$ cat src/tw_pkg.sv
// Shared types and codes for the timing wheel timer table.
package tw_pkg;

  typedef enum logic [1:0] {
    KIND_ADD     = 2'd0,
    KIND_REFRESH = 2'd1,
    KIND_CANCEL  = 2'd2,
    KIND_TICK    = 2'd3
  } kind_t;

  typedef enum logic [2:0] {
    ST_OK      = 3'd0,
    ST_UNKNOWN = 3'd1,
    ST_FULL    = 3'd2,
    ST_EXPIRED = 3'd3,
    ST_NONE    = 3'd4
  } status_t;

  typedef enum logic [1:0] {
    S_IDLE,
    S_SCAN,
    S_FINISH
  } state_t;

  localparam logic [6:0] SLOTS_RESET = 7'd60;
  localparam logic [6:0] SLOTS_MAX   = 7'd64;
  localparam int         TMO_W       = 16;

  typedef struct packed {
    logic [31:0] key;
    logic [6:0]  dly;
    logic [6:0]  rem;
    logic        canc;
  } entry_t;

  typedef struct packed {
    logic start;
    logic scan_go;
    logic fin_go;
  } tw_cmd_t;

  typedef struct packed {
    logic scan_done;
    logic div_done;
    logic can_push;
  } tw_stat_t;

endpackage

$ cat src/tw_ctrl.sv
// Controller state machine for the timer table.
module tw_ctrl (
  input  logic            clk,
  input  logic            rst,
  input  logic            in_valid,
  output logic            in_stall,
  output logic            cfg_ready,
  output tw_pkg::tw_cmd_t cmd,
  input  tw_pkg::tw_stat_t stat
);

  tw_pkg::state_t state, state_next;

  always_ff @(posedge clk) begin
    if (rst) begin
      state <= tw_pkg::S_IDLE;
    end else begin
      state <= state_next;
    end
  end

  always_comb begin
    state_next  = state;
    cmd         = '0;
    in_stall    = 1'b1;
    cfg_ready   = 1'b0;
    unique case (state)
      tw_pkg::S_IDLE: begin
        in_stall  = 1'b0;
        // A configuration write never lands on the edge that takes an item.
        cfg_ready = !in_valid;
        if (in_valid) begin
          cmd.start  = 1'b1;
          state_next = tw_pkg::S_SCAN;
        end
      end
      tw_pkg::S_SCAN: begin
        cmd.scan_go = 1'b1;
        if (stat.scan_done) begin
          state_next = tw_pkg::S_FINISH;
        end
      end
      tw_pkg::S_FINISH: begin
        if (stat.div_done && stat.can_push) begin
          cmd.fin_go = 1'b1;
          state_next = tw_pkg::S_IDLE;
        end
      end
      default: state_next = tw_pkg::S_IDLE;
    endcase
  end

endmodule

$ cat src/tw_dp.sv
// Datapath: entry memory, scan, delay reduction and result register.
module tw_dp #(
  parameter int TABLE_DEPTH = 16
) (
  input  logic             clk,
  input  logic             rst,
  input  tw_pkg::tw_cmd_t  cmd,
  output tw_pkg::tw_stat_t stat,
  input  logic             cfg_we,
  input  logic [6:0]       cfg_data,
  input  logic [1:0]       kind,
  input  logic [31:0]      timer_id,
  input  logic [15:0]      timeout,
  output logic             out_valid,
  input  logic             out_stall,
  output logic [31:0]      result_id,
  output logic [2:0]       status,
  output logic             last
);

  localparam int CW = $clog2(TABLE_DEPTH + 1);
  localparam int IW = (TABLE_DEPTH > 1) ? $clog2(TABLE_DEPTH) : 1;
  localparam logic [CW-1:0] DEPTH_C = CW'(TABLE_DEPTH);

  tw_pkg::entry_t mem [TABLE_DEPTH];
  tw_pkg::entry_t rdata;
  logic [TABLE_DEPTH-1:0] vbits;

  logic [6:0]  slots;
  logic [6:0]  ws;
  logic [1:0]  kind_r;
  logic [31:0] id_r;
  logic        tmo_zero;

  logic [CW-1:0] cnt;
  logic          p_valid;
  logic [IW-1:0] p_idx;

  logic          match_found, free_found;
  logic [IW-1:0] match_idx, free_idx;
  tw_pkg::entry_t match_word;
  logic          pend_valid;
  logic [31:0]   pend_id;

  logic [15:0] dq;
  logic [6:0]  dr;
  logic [4:0]  dcnt;
  logic [7:0]  dt;
  logic [7:0]  dt_sub;
  logic [6:0]  delay;

  logic          can_push;
  logic          p_vld_entry, p_expire, p_report, block, adv, rd_en;
  logic          we;
  logic [IW-1:0] waddr;
  tw_pkg::entry_t wdata;
  logic          push;
  logic [31:0]   push_id;
  logic [2:0]    push_st;
  logic          push_last;
  logic          is_tick;

  // Wheel size as used: zero acts as one, above the maximum acts as the maximum.
  always_comb begin
    if (slots == 7'd0) begin
      ws = 7'd1;
    end else if (slots > tw_pkg::SLOTS_MAX) begin
      ws = tw_pkg::SLOTS_MAX;
    end else begin
      ws = slots;
    end
  end

  always_ff @(posedge clk) begin
    if (rst) begin
      slots <= tw_pkg::SLOTS_RESET;
    end else if (cfg_we) begin
      slots <= cfg_data;
    end
  end

  // Restoring remainder, one dividend bit per cycle.
  assign dt     = {dr, dq[15]};
  assign dt_sub = dt - {1'b0, ws};
  assign delay  = tmo_zero ? ws : dr + 7'd1;

  always_ff @(posedge clk) begin
    if (rst) begin
      dcnt <= '0;
    end else if (cmd.start) begin
      dcnt <= 5'(tw_pkg::TMO_W);
    end else if (dcnt != 5'd0) begin
      dcnt <= dcnt - 5'd1;
    end
  end

  always_ff @(posedge clk) begin
    if (cmd.start) begin
      dq <= timeout - 16'd1;
      dr <= '0;
    end else if (dcnt != 5'd0) begin
      dq <= {dq[14:0], 1'b0};
      dr <= (dt >= {1'b0, ws}) ? dt_sub[6:0] : dt[6:0];
    end
  end

  assign can_push    = !out_valid || !out_stall;
  assign is_tick     = (kind_r == tw_pkg::KIND_TICK);
  assign p_vld_entry = p_valid && vbits[p_idx];
  assign p_expire    = p_vld_entry && (rdata.rem <= 7'd1);
  assign p_report    = p_expire && !rdata.canc;
  assign block       = cmd.scan_go && is_tick && p_report && pend_valid && !can_push;
  assign adv         = cmd.scan_go && !block;
  assign rd_en       = adv && (cnt < DEPTH_C);

  assign stat.scan_done = (cnt == DEPTH_C) && !p_valid;
  assign stat.div_done  = (dcnt == 5'd0);
  assign stat.can_push  = can_push;

  always_ff @(posedge clk) begin
    if (rd_en) begin
      rdata <= mem[cnt[IW-1:0]];
    end
  end

  // Memory write and result selection.
  always_comb begin
    we        = 1'b0;
    waddr     = p_idx;
    wdata     = rdata;
    push      = 1'b0;
    push_id   = id_r;
    push_st   = tw_pkg::ST_OK;
    push_last = 1'b1;
    if (adv && p_vld_entry && is_tick) begin
      if (p_expire) begin
        if (p_report && pend_valid) begin
          push      = 1'b1;
          push_id   = pend_id;
          push_st   = tw_pkg::ST_EXPIRED;
          push_last = 1'b0;
        end
      end else begin
        we        = 1'b1;
        wdata.rem = rdata.rem - 7'd1;
      end
    end
    if (cmd.fin_go) begin
      push = 1'b1;
      case (kind_r)
        tw_pkg::KIND_TICK: begin
          push_id = pend_valid ? pend_id : 32'd0;
          push_st = pend_valid ? tw_pkg::ST_EXPIRED : tw_pkg::ST_NONE;
        end
        tw_pkg::KIND_ADD: begin
          if (match_found || free_found) begin
            we    = 1'b1;
            waddr = match_found ? match_idx : free_idx;
            wdata = '{key: id_r, dly: delay, rem: delay, canc: 1'b0};
          end else begin
            push_st = tw_pkg::ST_FULL;
          end
        end
        default: begin
          if (match_found) begin
            we    = 1'b1;
            waddr = match_idx;
            wdata = match_word;
            if (kind_r == tw_pkg::KIND_REFRESH) begin
              wdata.rem = match_word.dly;
            end else begin
              wdata.canc = 1'b1;
            end
          end else begin
            push_st = tw_pkg::ST_UNKNOWN;
          end
        end
      endcase
    end
  end

  always_ff @(posedge clk) begin
    if (we) begin
      mem[waddr] <= wdata;
    end
  end

  always_ff @(posedge clk) begin
    if (rst) begin
      vbits <= '0;
    end else if (adv && is_tick && p_expire) begin
      vbits[p_idx] <= 1'b0;
    end else if (cmd.fin_go && kind_r == tw_pkg::KIND_ADD && we) begin
      vbits[waddr] <= 1'b1;
    end
  end

  // Scan control and search results.
  always_ff @(posedge clk) begin
    if (rst) begin
      cnt         <= '0;
      p_valid     <= 1'b0;
      match_found <= 1'b0;
      free_found  <= 1'b0;
      pend_valid  <= 1'b0;
    end else if (cmd.start) begin
      cnt         <= '0;
      p_valid     <= 1'b0;
      match_found <= 1'b0;
      free_found  <= 1'b0;
      pend_valid  <= 1'b0;
    end else if (adv) begin
      if (cnt < DEPTH_C) begin
        cnt     <= cnt + 1'b1;
        p_valid <= 1'b1;
      end else begin
        p_valid <= 1'b0;
      end
      if (p_valid && !is_tick) begin
        if (p_vld_entry && rdata.key == id_r && !match_found) begin
          match_found <= 1'b1;
        end
        if (!vbits[p_idx] && !free_found) begin
          free_found <= 1'b1;
        end
      end
      if (is_tick && p_report) begin
        pend_valid <= 1'b1;
      end
    end
  end

  always_ff @(posedge clk) begin
    if (cmd.start) begin
      kind_r   <= kind;
      id_r     <= timer_id;
      tmo_zero <= (timeout == 16'd0);
    end
    if (rd_en) begin
      p_idx <= cnt[IW-1:0];
    end
    if (adv && p_valid && !is_tick) begin
      if (p_vld_entry && rdata.key == id_r && !match_found) begin
        match_idx  <= p_idx;
        match_word <= rdata;
      end
      if (!vbits[p_idx] && !free_found) begin
        free_idx <= p_idx;
      end
    end
    if (adv && is_tick && p_report) begin
      pend_id <= rdata.key;
    end
  end

  // Result register.
  always_ff @(posedge clk) begin
    if (rst) begin
      out_valid <= 1'b0;
    end else if (push) begin
      out_valid <= 1'b1;
    end else if (!out_stall) begin
      out_valid <= 1'b0;
    end
  end

  always_ff @(posedge clk) begin
    if (push) begin
      result_id <= push_id;
      status    <= push_st;
      last      <= push_last;
    end
  end

endmodule

$ cat src/timing_wheel_timer_table.sv
// Top level of the timing wheel timer table.
// This block keeps up to TABLE_DEPTH timers and handles one input item at a
// time: add, refresh, cancel or tick. Every item is handled by a scan over the
// whole table, one entry per cycle through a memory with a registered read
// port, except that an expiry that meets a result held by out_stall pauses
// the scan; the final result waits for the result register to free up.
// Every item also runs a bit-serial remainder unit beside the scan, which
// reduces the timeout of an add by the wheel size, and the final step waits
// for that unit as well as for the scan. Add, refresh and cancel each give
// one result; a tick gives one result per expired timer that was not
// cancelled, in ascending entry order, or one tick-none result, and last
// marks the final one. The slots register holds the wheel size and is
// written over the cfg port, which accepts a transfer only while no item is
// in progress or offered. No clearing pass is needed after reset.
module timing_wheel_timer_table #(
  parameter int TABLE_DEPTH = 16
) (
  input  logic        clk,
  input  logic        rst,
  input  logic        in_valid,
  output logic        in_stall,
  input  logic [1:0]  kind,
  input  logic [31:0] timer_id,
  input  logic [15:0] timeout,
  output logic        out_valid,
  input  logic        out_stall,
  output logic [31:0] result_id,
  output logic [2:0]  status,
  output logic        last,
  input  logic        cfg_valid,
  output logic        cfg_ready,
  input  logic [6:0]  cfg_data
);

  tw_pkg::tw_cmd_t  cmd;
  tw_pkg::tw_stat_t stat;

  // The controller sequences scan and finish; the datapath does the work.
  tw_ctrl u_ctrl (
    .clk       (clk),
    .rst       (rst),
    .in_valid  (in_valid),
    .in_stall  (in_stall),
    .cfg_ready (cfg_ready),
    .cmd       (cmd),
    .stat      (stat)
  );

  tw_dp #(
    .TABLE_DEPTH (TABLE_DEPTH)
  ) u_dp (
    .clk       (clk),
    .rst       (rst),
    .cmd       (cmd),
    .stat      (stat),
    .cfg_we    (cfg_valid && cfg_ready),
    .cfg_data  (cfg_data),
    .kind      (kind),
    .timer_id  (timer_id),
    .timeout   (timeout),
    .out_valid (out_valid),
    .out_stall (out_stall),
    .result_id (result_id),
    .status    (status),
    .last      (last)
  );

`ifndef SYNTHESIS
  // A tick-none result is always the single, final result with id zero.
  a_none_last: assert property (@(posedge clk) disable iff (rst)
    out_valid && status == tw_pkg::ST_NONE |-> last && result_id == 32'd0)
    else $error("tick-none result malformed");

  // Only expiries can be followed by further results of the same item.
  a_single_last: assert property (@(posedge clk) disable iff (rst)
    out_valid && status != tw_pkg::ST_EXPIRED |-> last)
    else $error("non-expiry result without last");

  // An accepted item keeps the block busy on the next cycle.
  a_busy: assert property (@(posedge clk) disable iff (rst)
    in_valid && !in_stall |=> in_stall && !cfg_ready)
    else $error("block not busy after accepting an item");
`endif

endmodule

$ cat config.mk
export PLATFORM = sky130hd
export DESIGN_NAME = timing_wheel_timer_table
export DESIGN_NICKNAME = d
export VERILOG_FILES = /design/src/tw_pkg.sv /design/src/tw_ctrl.sv /design/src/tw_dp.sv /design/src/timing_wheel_timer_table.sv
export SDC_FILE = /design/constraint.sdc
export NUM_CORES = 1
export LEC_CHECK = 0
export BUFFER_PORTS_ARGS = -buffer_cell sky130_fd_sc_hd__buf_2
export CAP_MARGIN = 20
export CORE_UTILIZATION = 47
export DETAILED_ROUTE_END_ITERATION = 10
export PLACE_DENSITY = 0.71
export SLEW_MARGIN = 20
export SYNTH_ARGS = -nofsm -noshare
export SYNTH_HDL_FRONTEND = slang
export SYNTH_SLANG_ARGS = --single-unit
$ cat constraint.sdc
create_clock -name clk -period 28.5 [get_ports clk]
set_input_delay 8.55 -clock clk [delete_from_list [all_inputs] [get_ports clk]]
set_output_delay 8.55 -clock clk [all_outputs]
set_load 0.005 [all_outputs]
==> results.txt, run 1 <==
total core area: 85400 sq um
fmax: 0.0562 GHz
Multi-input gate area: 9830 sq um
Longest Clk Path Bufs: 3
final WL: 96600 um
number of synthesis warnings: 0
maxcap violations: 0
final antenna diode count: 0
top post-synthesis cells by area: edfxtp_1 72%, mux4_2 13%, dfxtp_1 2.3%
most frequent CP cell: buf_2
Iter 0 DRT Violations: 2679
TritonCTS clock tree: done
RSZ-0062 raised after global routing: no
synthesized area: 40600 sq um
most frequently used flop master after synthesis: edfxtp_1
top-count cell post-synth: edfxtp_1
setup slack, reg-to-reg: 23790 ps
total global-route track usage: 0.222
relative slew slack: 0.242
P_leak: 14.5 nW
number of synthesized flops with an enable pin: 977
fill cell count: 6477
layout cell share with drive strength beyond 1: 0.248
Final Hold Viols: 0
Worst Clk Skew: 30.8 ps
via count: 21400
Worst Setup Path Type: in2out
RePlAce Congestion: 0.873
I/O Buffers: 100
crit path launch type: primary input
# hold bufs at CTS: 0
Hold Crit Depth: 0
Power per Cell Area: 70.4 nW/um^2
Pre-antenna DRT Iters: 6
initial antenna violation count: 2
Slowest-stage cell, CP: nor2_1
asr flop ratio synth: 0
Gate Count Post-Synth: 2068
worst skew pair latency: 680 ps
Commonest cells post-synth: 977 x edfxtp_1, 235 x mux4_2, 79 x clkbuf_1, 72 x nor2_1, 70 x nand2_1
Post-Syn Nets: 2149
Synth top area share: 0.722
Clk pin slew, worst setup/hold paths: 70 ps
Min-Delay Path Class: reg2reg
antenna viol nets, final: 0
postcts setup bufs: 0
post-CTS sizing: 0
Final Cycle Share: 0.625
storage element area: 30300 sq um
Critical Path Sink Type: primary output
max-slew violations: 0
synthesized flop and latch total: 1024
Via-to-Cell Ratio: 6.21
Crit path required time: 19950 ps
Die Span X: 296 um
cells on worst reg2reg path: 9
VDD IR max: 53.8 uV
Initial Util: 0.475
Core Util, Final: 0.538
Die Y: 296 um
# IOs: 101
wire per inst: 28.1 um
crit-path max cell delay: 360 ps
Crit Path Max Fanout: 3
clock sink count: 1024
vias in the first global route: 21500
PnR worst setup slack: 10700 ps
final critical-path required period: 17800 ps
critical-path cell list: buf_2, nor2_1, buf_2
WP depth: 3
dpl ws: 10660 ps
Netlist cell types: 75
Syn Area/Cell: 19.6 sq um
die area: 87600 sq um
root buffer cell: clkbuf_16
# DRC: 0
crit-path leading delay family: simple AND/OR/NAND/NOR gates
# setup viols final: 0
# rows: 107
register area share after synthesis: 0.746
# H-tree levels: 3
global-route wire length before repair: 141000 um
GRT overflow: 0
Layout area overhead: 13.1%
CTS Buf Count: 103
detailed placement HPWL: 48900 um
Slew @ Worst Pin: 1140 ps
area leader, netlist: edfxtp_1
largest net degree at the start of global routing: 67
CP bufs+invs: 2
status: finished clean
arrival time worst endpoint: 9250 ps
final net count: 2293
TNS Setup: 0 ps
## power breakdown
| group | switching, mW | internal, mW | total [mW] |
|---|---|---|---|
| sequential | 0.0289 | 1.68 | 1.71 |
| clock | 0.569 | 0.754 | 1.32 |
| combinational | 0.120 | 0.0818 | 0.201 |
| total | 0.718 | 2.52 | 3.24 |
## cells by family after synthesis
| group | share of synthesized area |
|---|---|
| buffers and inverters | 0.0163 |
| adder cells (fa/ha/maj) | 0.00604 |
| AO/OA/AOI/OAI | 0.0448 |
| AND/OR/NAND/NOR | 0.0391 |
| multiplexers | 0.136 |
| flip-flops | 0.746 |
| XOR/XNOR | 0.0119 |
## per-stage QoR
step	instance area [sq um]	power (mW)	instances	hold slack (ps)
after floorplan	40600	1.88	2068	406
after global placement	42600	1.93	3248	465
after detailed placement	42600	1.94	3249	473
after CTS	45900	3.25	3440	470
after global routing	45900	3.33	3442	484
final	45900	3.24	3442	473
## flip-flops by register name, summed over array words and instances, names as in the netlist, 2 cells and up
signal / flops
u_dp.kind_r: 2
u_dp.dr: 7
u_dp.free_idx: 4
u_dp.match_word: 47
u_dp.p_idx: 4
u_dp.mem: 752
u_dp.dq: 16
u_ctrl.state: 2
u_dp.rdata: 47
u_dp.dcnt: 5
u_dp.slots: 7
u_dp.pend_id: 32
u_dp.id_r: 32
u_dp.result_id: 32
u_dp.cnt: 5
u_dp.status: 3
u_dp.match_idx: 4
u_dp.vbits: 16
## routing by layer
layer | wire length [um] | vias to the layer above | GRT usage | part of all wire
met4 | 2610 | 4 | 0.0636 | 0.027
met2 | 46700 | 1183 | 0.356 | 0.48
met3 | 8820 | 186 | 0.0477 | 0.091
met1 | 38400 | 11100 | 0.308 | 0.40
met5 | 28 | - | 0 | 0.00029
li1 | - | 8856 | - | -
## final timing paths
kind,startpoint,endpoint
hold / removal,u_dp.rdata[10]$_DFFE_PP_,u_dp.match_word[10]$_DFFE_PP_
hold reg to reg,u_dp.rdata[10]$_DFFE_PP_,u_dp.match_word[10]$_DFFE_PP_
setup reg to reg,u_dp.dcnt[0]$_SDFFE_PP0P_,u_dp.mem[4][35]$_DFFE_PP_
setup / recovery,in_valid,cfg_ready
## placed cells by master (no fill, tap or decap), types with 10 or more instances in the layout
master | netlist | routed
a211oi_1 | 10 | 10
a21oi_1 | 36 | 32
a222oi_1 | 33 | 33
a22o_1 | 34 | 34
buf_2 | 10 | 100
buf_4 | 1 | 41
clkbuf_1 | 79 | 28
clkbuf_16 | 0 | 103
clkinv_1 | 1 | 23
clkinv_2 | 0 | 19
dfxtp_1 | 47 | 43
edfxtp_1 | 977 | 977
ha_1 | 18 | 18
inv_1 | 65 | 64
mux2i_1 | 20 | 20
mux4_2 | 235 | 235
nand2_1 | 70 | 69
nand2b_1 | 18 | 18
nand3_1 | 14 | 14
nand3b_1 | 10 | 10
nand4_1 | 13 | 13
nor2_1 | 72 | 58
nor2_4 | 1 | 15
nor2b_1 | 11 | 11
nor3_1 | 21 | 21
nor4_1 | 11 | 11
o21ai_0 | 43 | 43
o22ai_1 | 11 | 11
o32ai_1 | 10 | 10
xnor2_1 | 27 | 27
xor2_1 | 28 | 28
## final cells by class
type                       instances  share of cell area
clock buffer                     132              0.0587
clock inverter                    59              0.0130
inverter                          66             0.00539
multi-input combinational        872               0.214
sequential                      1024               0.659
tap                             1144              0.0312
timing repair buffer             145              0.0185
(Power assumes the default switching activity.)
==> run 2, diff against run 1 <==
==> constraint.sdc (replaced) <==
create_clock -name clk -period 18.65 [get_ports clk]
set_input_delay 5.595 -clock clk [delete_from_list [all_inputs] [get_ports clk]]
set_output_delay 5.595 -clock clk [all_outputs]
set_load 0.005 [all_outputs]
==> run 2 against run 1 <==
Clock-buffer cell count down 13. Sequential power up 53%. Wire length decreased by 0.90%. Clock power up 53%. Cell area is essentially flat. Largest cell class unchanged. Die area is the same. Combinational power increased by 52%. Hold slack improved by 6.1 ps. Via count is 0.51% lower. First-iteration DRC count rose by 1.0%. Sequential cell count stayed put. Register-to-register slack lost 10000 ps.
==> results.txt, run 2 (same netlist as run 1, synthesis figures left out) <==
initial antenna violation count: 2 (unchanged)
cells on worst reg2reg path: 9 (unchanged)
TritonCTS clock tree: done (unchanged)
Power per Cell Area: 108 nW/um^2 (was 70.4 nW/um^2)
post-CTS sizing: 0 (unchanged)
Critical Path Sink Type: primary output (unchanged)
fmax: 0.0843 GHz
Biggest register: u_dp.mem (unchanged)
Final Cycle Share: 0.636
max-slew violations: 0 (unchanged)
Initial Util: 0.475 (unchanged)
setup slack, reg-to-reg: 13500 ps (was 23790 ps)
Final Hold Viols: 0 (unchanged)
# DRC: 0 (unchanged)
TNS Setup: 0 ps (unchanged)
total core area: 85400 sq um (unchanged)
# hold bufs at CTS: 0 (unchanged)
# H-tree levels: 3 (unchanged)
final WL: 95800 um (was 96600 um)
Power, Total: 4.95 mW (was 3.24 mW)
relative slew slack: 0.217 (was 0.242)
via count: 21300 (was 21400)
# setup viols final: 0 (unchanged)
# IOs: 101 (unchanged)
total global-route track usage: 0.221 (was 0.222)
max reg flops: 752 (unchanged)
final net count: 2286 (was 2293)
Layout area overhead: 13.2% (was 13.1%)
Crit Path Max Fanout: 3 (unchanged)
vias in the first global route: 21600 (was 21500)
Min-Delay Path Class: reg2reg (unchanged)
largest registers: u_dp.mem: 752 flops, u_dp.match_word: 47 flops, u_dp.rdata: 47 flops (unchanged)
maxcap violations: 0 (unchanged)
global-route wire length before repair: 140000 um (was 141000 um)
postcts setup bufs: 0 (unchanged)
Crit Reg-Reg Endpoint: u_dp.mem[7][14]$_DFFE_PP_ (was u_dp.mem[4][35]$_DFFE_PP_)
final antenna diode count: 0 (unchanged)
Hold Startpoint: u_dp.vbits[4]$_SDFFE_PP0P_ (was u_dp.rdata[10]$_DFFE_PP_)
GRT overflow: 0 (unchanged)
r2r startpoint: u_dp.dcnt[0]$_SDFFE_PP0P_ (unchanged)
crit path launch type: primary input (unchanged)
Hold Crit Depth: 2 (was 0)
worst hold endpoint: u_dp.vbits[4]$_SDFFE_PP0P_ (was u_dp.match_word[10]$_DFFE_PP_)
RePlAce Congestion: 0.843 (was 0.873)
Crit path required time: 13050 ps (was 19950 ps)
die area: 87600 sq um (unchanged)
most frequent cells in the layout: 977 x edfxtp_1, 235 x mux4_2, 102 x clkbuf_16 (was 977 x edfxtp_1, 235 x mux4_2, 103 x clkbuf_16)
RSZ-0062 raised after global routing: no (unchanged)
detailed placement HPWL: 49800 um (was 48900 um)
Worst Setup Path Type: in2out (unchanged)
root buffer cell: clkbuf_16 (unchanged)
Die Span X: 296 um (unchanged)
Slew @ Worst Pin: 1180 ps (was 1140 ps)
# rows: 107 (unchanged)
I/O Buffers: 100 (unchanged)
commonest non-fill, non-tap cell in the layout: edfxtp_1 (unchanged)
VDD IR max: 83.0 uV (was 53.8 uV)
Iter 0 DRT Violations: 2706 (was 2679)
largest net degree at the start of global routing: 114 (was 67)
CTS Buf Count: 101 (was 103)
status: finished clean (unchanged)
clock sink count: 1024 (unchanged)
wire per inst: 27.9 um (was 28.1 um)
Die Y: 296 um (unchanged)
final critical-path required period: 11870 ps
Via-to-Cell Ratio: 6.19 (was 6.21)
arrival time worst endpoint: 6270 ps (was 9250 ps)
Clk pin slew, worst setup/hold paths: 60 ps (was 70 ps)
Pre-antenna DRT Iters: 6 (unchanged)
worst skew pair latency: 670 ps (was 680 ps)
Worst Clk Skew: 23.5 ps (was 30.8 ps)
antenna viol nets, final: 0 (unchanged)
layout cell share with drive strength beyond 1: 0.254 (was 0.248)
P_leak: 14.5 nW (about the same)
Longest Clk Path Bufs: 3 (unchanged)
[run 2: changes by cell type in the layout (fill, tap and decap cells not counted), sizes merged]
cell / before / now
clkbuf: 134 / 119
clkinvlp: 2 / 9
clkinv: 44 / 48
buf: 143 / 140
inv: 70 / 71
[run 2: report_power, final]
group          internal [mW]  total (mW)  switching, mW
Sequential              2.57        2.62         0.0467
Clock                   1.15        2.02          0.877
Combinational          0.124       0.306          0.182
[run 2: per-layer routing]
metal	wire [um]	vias up	track usage
met5	0	-	0
met4	2600	0	0.0710
met3	9070	169	0.0440
met2	46200	1119	0.352
met1	37900	11100	0.307
li1	-	8855	-
[run 2: how the worst max path moves through the flow]
stage                    from                     endpoint  slack, ps  cells past startpoint
floorplan           out_stall  u_dp.match_idx[0]$_DFFE_PP_       6790                      4
global placement     in_valid                    cfg_ready       6680                      3
detailed placement   in_valid                    cfg_ready       6670                      3
CTS                  in_valid                    cfg_ready       6660                      3
global route         in_valid                    cfg_ready       6660                      3
finish               in_valid                    cfg_ready       6780                      3
[run 2: cell type report]
class                           instances  area (sq um)
Timing Repair Buffer                  140           817
Fill cell                            6549         39500
Clock inverter                         71           677
Clock buffer                          119          2640
Multi-Input combinational cell        872          9850
Inverter                               66           248
Tap cell                             1144          1430
Sequential cell                      1024         30300
[run 2: per-stage QoR]
stage                     utilization  cells  instance area, sq um  setup WS [ps]  hold WS (ps)
after floorplan                     -   2068                 40600           6790           406
after global placement          0.499   3246                 42600           6680           464
after detailed placement        0.499   3246                 42600           6670           470
after CTS                       0.538   3436                 45900           6660           480
after global routing            0.538   3436                 46000           6660           503
final                           0.538   3436                 46000           6780           479
[run 2: worst max-delay path: stages]
cell and delay (ps):
buf_2 110, nor2_1 360, buf_2 200
==> run 3, diff against run 2 <==
--- a/config.mk
+++ b/config.mk
@@ -5,6 +5,7 @@
 export SDC_FILE = /design/constraint.sdc
 export NUM_CORES = 1
 export LEC_CHECK = 0
+export ABC_AREA = 1
 export BUFFER_PORTS_ARGS = -buffer_cell sky130_fd_sc_hd__buf_2
 export CAP_MARGIN = 20
 export CORE_UTILIZATION = 47
==> constraint.sdc (replaced) <==
create_clock -name clk -period 11.15 [get_ports clk]
set_input_delay 3.345 -clock clk [delete_from_list [all_inputs] [get_ports clk]]
set_output_delay 3.345 -clock clk [all_outputs]
set_load 0.005 [all_outputs]
==> run 3 against run 2 <==
First-iteration DRC count is 29% higher. Area after synthesis is 2.8% higher. Critical path depth stayed put. Non-clock buffer count is 19 higher. Critical endpoint unchanged.
==> results.txt, run 3 <==
most frequent cells in the layout: 977 x edfxtp_1, 497 x nand2_1, 474 x nor2_1 (was 977 x edfxtp_1, 235 x mux4_2, 102 x clkbuf_16)
largest registers: u_dp.mem: 752 flops, u_dp.match_word: 47 flops, u_dp.rdata: 47 flops (unchanged)
asr flop ratio synth: 0 (unchanged)
Final Hold Viols: 0 (unchanged)
cells on worst reg2reg path: 14 (was 9)
antenna viol nets, final: 0 (unchanged)
via count: 27900 (was 21300)
final antenna diode count: 0 (unchanged)
Crit Path Max Fanout: 2 (was 3)
Syn Area/Cell: 12.1 sq um (was 19.6 sq um)
# IOs: 101 (unchanged)
Die Y: 300 um (was 296 um)
I/O Buffers: 100 (unchanged)
wire per inst: 22.1 um (was 27.9 um)
Final Cycle Share: 0.630
fmax: 0.142 GHz
crit path launch type: primary input (unchanged)
Layout area overhead: 11.8% (was 13.2%)
setup slack, reg-to-reg: 6520 ps (was 13500 ps)
global-route wire length before repair: 158000 um (was 140000 um)
worst hold endpoint: u_dp.dcnt[0]$_SDFFE_PP0P_ (was u_dp.vbits[4]$_SDFFE_PP0P_)
register area share after synthesis: 0.725 (was 0.746)
met2 usage: 0.357 (was 0.352)
status: finished clean (unchanged)
number of synthesis warnings: 0 (unchanged)
Iter 0 DRT Violations: 3491 (was 2706)
Critical Path Sink Type: primary output (unchanged)
vias in the first global route: 26200 (was 21600)
final net count: 3601 (was 2286)
GR peak layer: met2 (unchanged)
largest net degree at the start of global routing: 131 (was 114)
top post-synthesis cells by area: edfxtp_1 70%, o21ai_0 5.5%, nand2_1 4.5% (was edfxtp_1 72%, mux4_2 13%, dfxtp_1 2.3%)
# hold bufs at CTS: 0 (unchanged)
Longest Clk Path Bufs: 3 (unchanged)
max-slew violations: 0 (unchanged)
synthesized area: 41800 sq um (was 40600 sq um)
VDD IR max: 148 uV (was 83.0 uV)
layout cell share with drive strength beyond 1: 0.102 (was 0.254)
TritonCTS clock tree: done (unchanged)
Power per Cell Area: 177 nW/um^2 (was 108 nW/um^2)
Hold Crit Depth: 1 (was 2)
Slew @ Worst Pin: 1150 ps (was 1180 ps)
initial antenna violation count: 1 (was 2)
number of synthesized flops with an enable pin: 977 (unchanged)
die area: 90000 sq um (was 87600 sq um)
met1 Usage GRT: 0.323 (was 0.307)
Gate Count Post-Synth: 3462 (was 2068)
# DRC: 0 (unchanged)
Initial Util: 0.478 (was 0.475)
total core area: 87400 sq um (was 85400 sq um)
# rows: 108 (was 107)
commonest non-fill, non-tap cell in the layout: edfxtp_1 (unchanged)
GRT overflow: 0 (unchanged)
Worst Setup Path Type: in2out (unchanged)
Crit Reg-Reg Endpoint: u_dp.mem[15][45]$_DFFE_PP_ (was u_dp.mem[7][14]$_DFFE_PP_)
top-count cell post-synth: edfxtp_1 (unchanged)
met3 Resource Use GR: 0.0500 (was 0.0440)
final critical-path required period: 7030 ps
RSZ-0062 raised after global routing: no (unchanged)
post-CTS sizing: 0 (unchanged)
final WL: 105000 um (was 95800 um)
# H-tree levels: 3 (unchanged)
Worst Clk Skew: 37.7 ps (was 23.5 ps)
Synth top area share: 0.703 (was 0.722)
maxcap violations: 0 (unchanged)
Biggest register: u_dp.mem (unchanged)
clock sink count: 1024 (unchanged)
r2r startpoint: u_dp.p_idx[0]$_DFFE_PP_ (was u_dp.dcnt[0]$_SDFFE_PP0P_)
Commonest cells post-synth: 977 x edfxtp_1, 498 x nand2_1, 483 x nor2_1, 459 x o21ai_0, 191 x o22ai_1 (was 977 x edfxtp_1, 235 x mux4_2, 79 x clkbuf_1, 72 x nor2_1, 70 x nand2_1)
# setup viols final: 0 (unchanged)
relative slew slack: 0.236 (was 0.217)
arrival time worst endpoint: 3680 ps (was 6270 ps)
TNS Setup: 0 ps (unchanged)
most frequently used flop master after synthesis: edfxtp_1 (unchanged)
RePlAce Congestion: 0.926 (was 0.843)
Crit path required time: 7810 ps (was 13050 ps)
area leader, netlist: edfxtp_1 (unchanged)
P_leak: 16.0 nW (was 14.5 nW)
postcts setup bufs: 0 (unchanged)
Die Span X: 300 um (was 296 um)
Core Util, Final: 0.534 (was 0.538)
max reg flops: 752 (unchanged)
Hold Startpoint: u_dp.dcnt[0]$_SDFFE_PP0P_ (was u_dp.vbits[4]$_SDFFE_PP0P_)
Netlist cell types: 44 (was 75)
CTS Buf Count: 98 (was 101)
Post-Syn Nets: 3543 (was 2149)
Clk pin slew, worst setup/hold paths: 60 ps (about the same)
worst skew pair latency: 670 ps (about the same)
synthesized flop and latch total: 1024 (unchanged)
total global-route track usage: 0.230 (was 0.221)
detailed placement HPWL: 57600 um (was 49800 um)
Pre-antenna DRT Iters: 5 (was 6)
root buffer cell: clkbuf_16 (unchanged)
Min-Delay Path Class: reg2reg (unchanged)
Via-to-Cell Ratio: 5.86 (was 6.19)
==> run 3: worst max-delay path by stage <==
| stage | slack (ps) | to | start |
|---|---|---|---|
| floorplan | 1500 | u_dp.match_idx[0]$_DFFE_PP_ | out_stall |
| global placement | 4080 | u_dp.mem[15][29]$_DFFE_PP_ | out_stall |
| detailed placement | 3990 | u_dp.mem[15][29]$_DFFE_PP_ | out_stall |
| CTS | 4120 | cfg_ready | in_valid |
| global route | 4070 | cfg_ready | in_valid |
| finish | 4120 | cfg_ready | in_valid |
==> run 3: critical path: stages <==
cell and delay (ps):
buf_2 100, nor2_1 110, buf_2 120
==> run 3: layout make-up <==
| class | instances | area (sq um) |
|---|---|---|
| Clock inverter | 59 | 568 |
| Timing Repair Buffer | 159 | 943 |
| Fill cell | 7107 | 40700 |
| Clock buffer | 119 | 2610 |
| Multi-Input combinational cell | 2107 | 10300 |
| Sequential cell | 1024 | 30300 |
| Inverter | 130 | 500 |
| Tap cell | 1155 | 1450 |
==> run 3: cells by family (layout without fill, tap and decap cells) <==
| group | Yosys count | count (layout) | share of synthesized area |
|---|---|---|---|
| fa+ha+maj | 19 | 19 | 0.00587 |
| buf+inv | 331 | 467 | 0.0311 |
| compound gates | 771 | 771 | 0.102 |
| xor+xnor | 33 | 33 | 0.00692 |
| simple gates | 1284 | 1284 | 0.129 |
| flops | 1024 | 1024 | 0.725 |
==> run 3: power breakdown <==
part / total [mW] / switching (mW) / internal (mW) / leakage [nW]
sequential: 4.39 / 0.0703 / 4.32 / 9.24
combinational: 0.603 / 0.425 / 0.178 / 5.18
clock: 3.29 / 1.41 / 1.88 / 1.56
total: 8.28 / 1.90 / 6.38 / 16.0
==> run 3: per-stage QoR <==
| step | setup slack, ps | hold slack (ps) | std cells | power (mW) | area, sq um |
|---|---|---|---|---|---|
| 6_report | 4120 | 461 | 4753 | 8.28 | 46700 |
| 5_1_grt | 4070 | 472 | 4753 | 8.54 | 46700 |
| 4_1_cts | 4120 | 457 | 4744 | 8.30 | 46600 |
| 3_5_place_dp | 3990 | 447 | 4566 | 5.06 | 43400 |
| 3_3_place_gp | 4080 | 438 | 4566 | 5.05 | 43400 |
| 2_1_floorplan | 1500 | 422 | 3462 | 4.86 | 41800 |
==> run 3: layer usage <==
| metal | vias to the layer above | share of wire |
|---|---|---|
| li1 | 12700 | - |
| met1 | 13500 | 0.40 |
| met2 | 1514 | 0.45 |
| met3 | 204 | 0.12 |
| met4 | 0 | 0.028 |
| met5 | - | 0 |
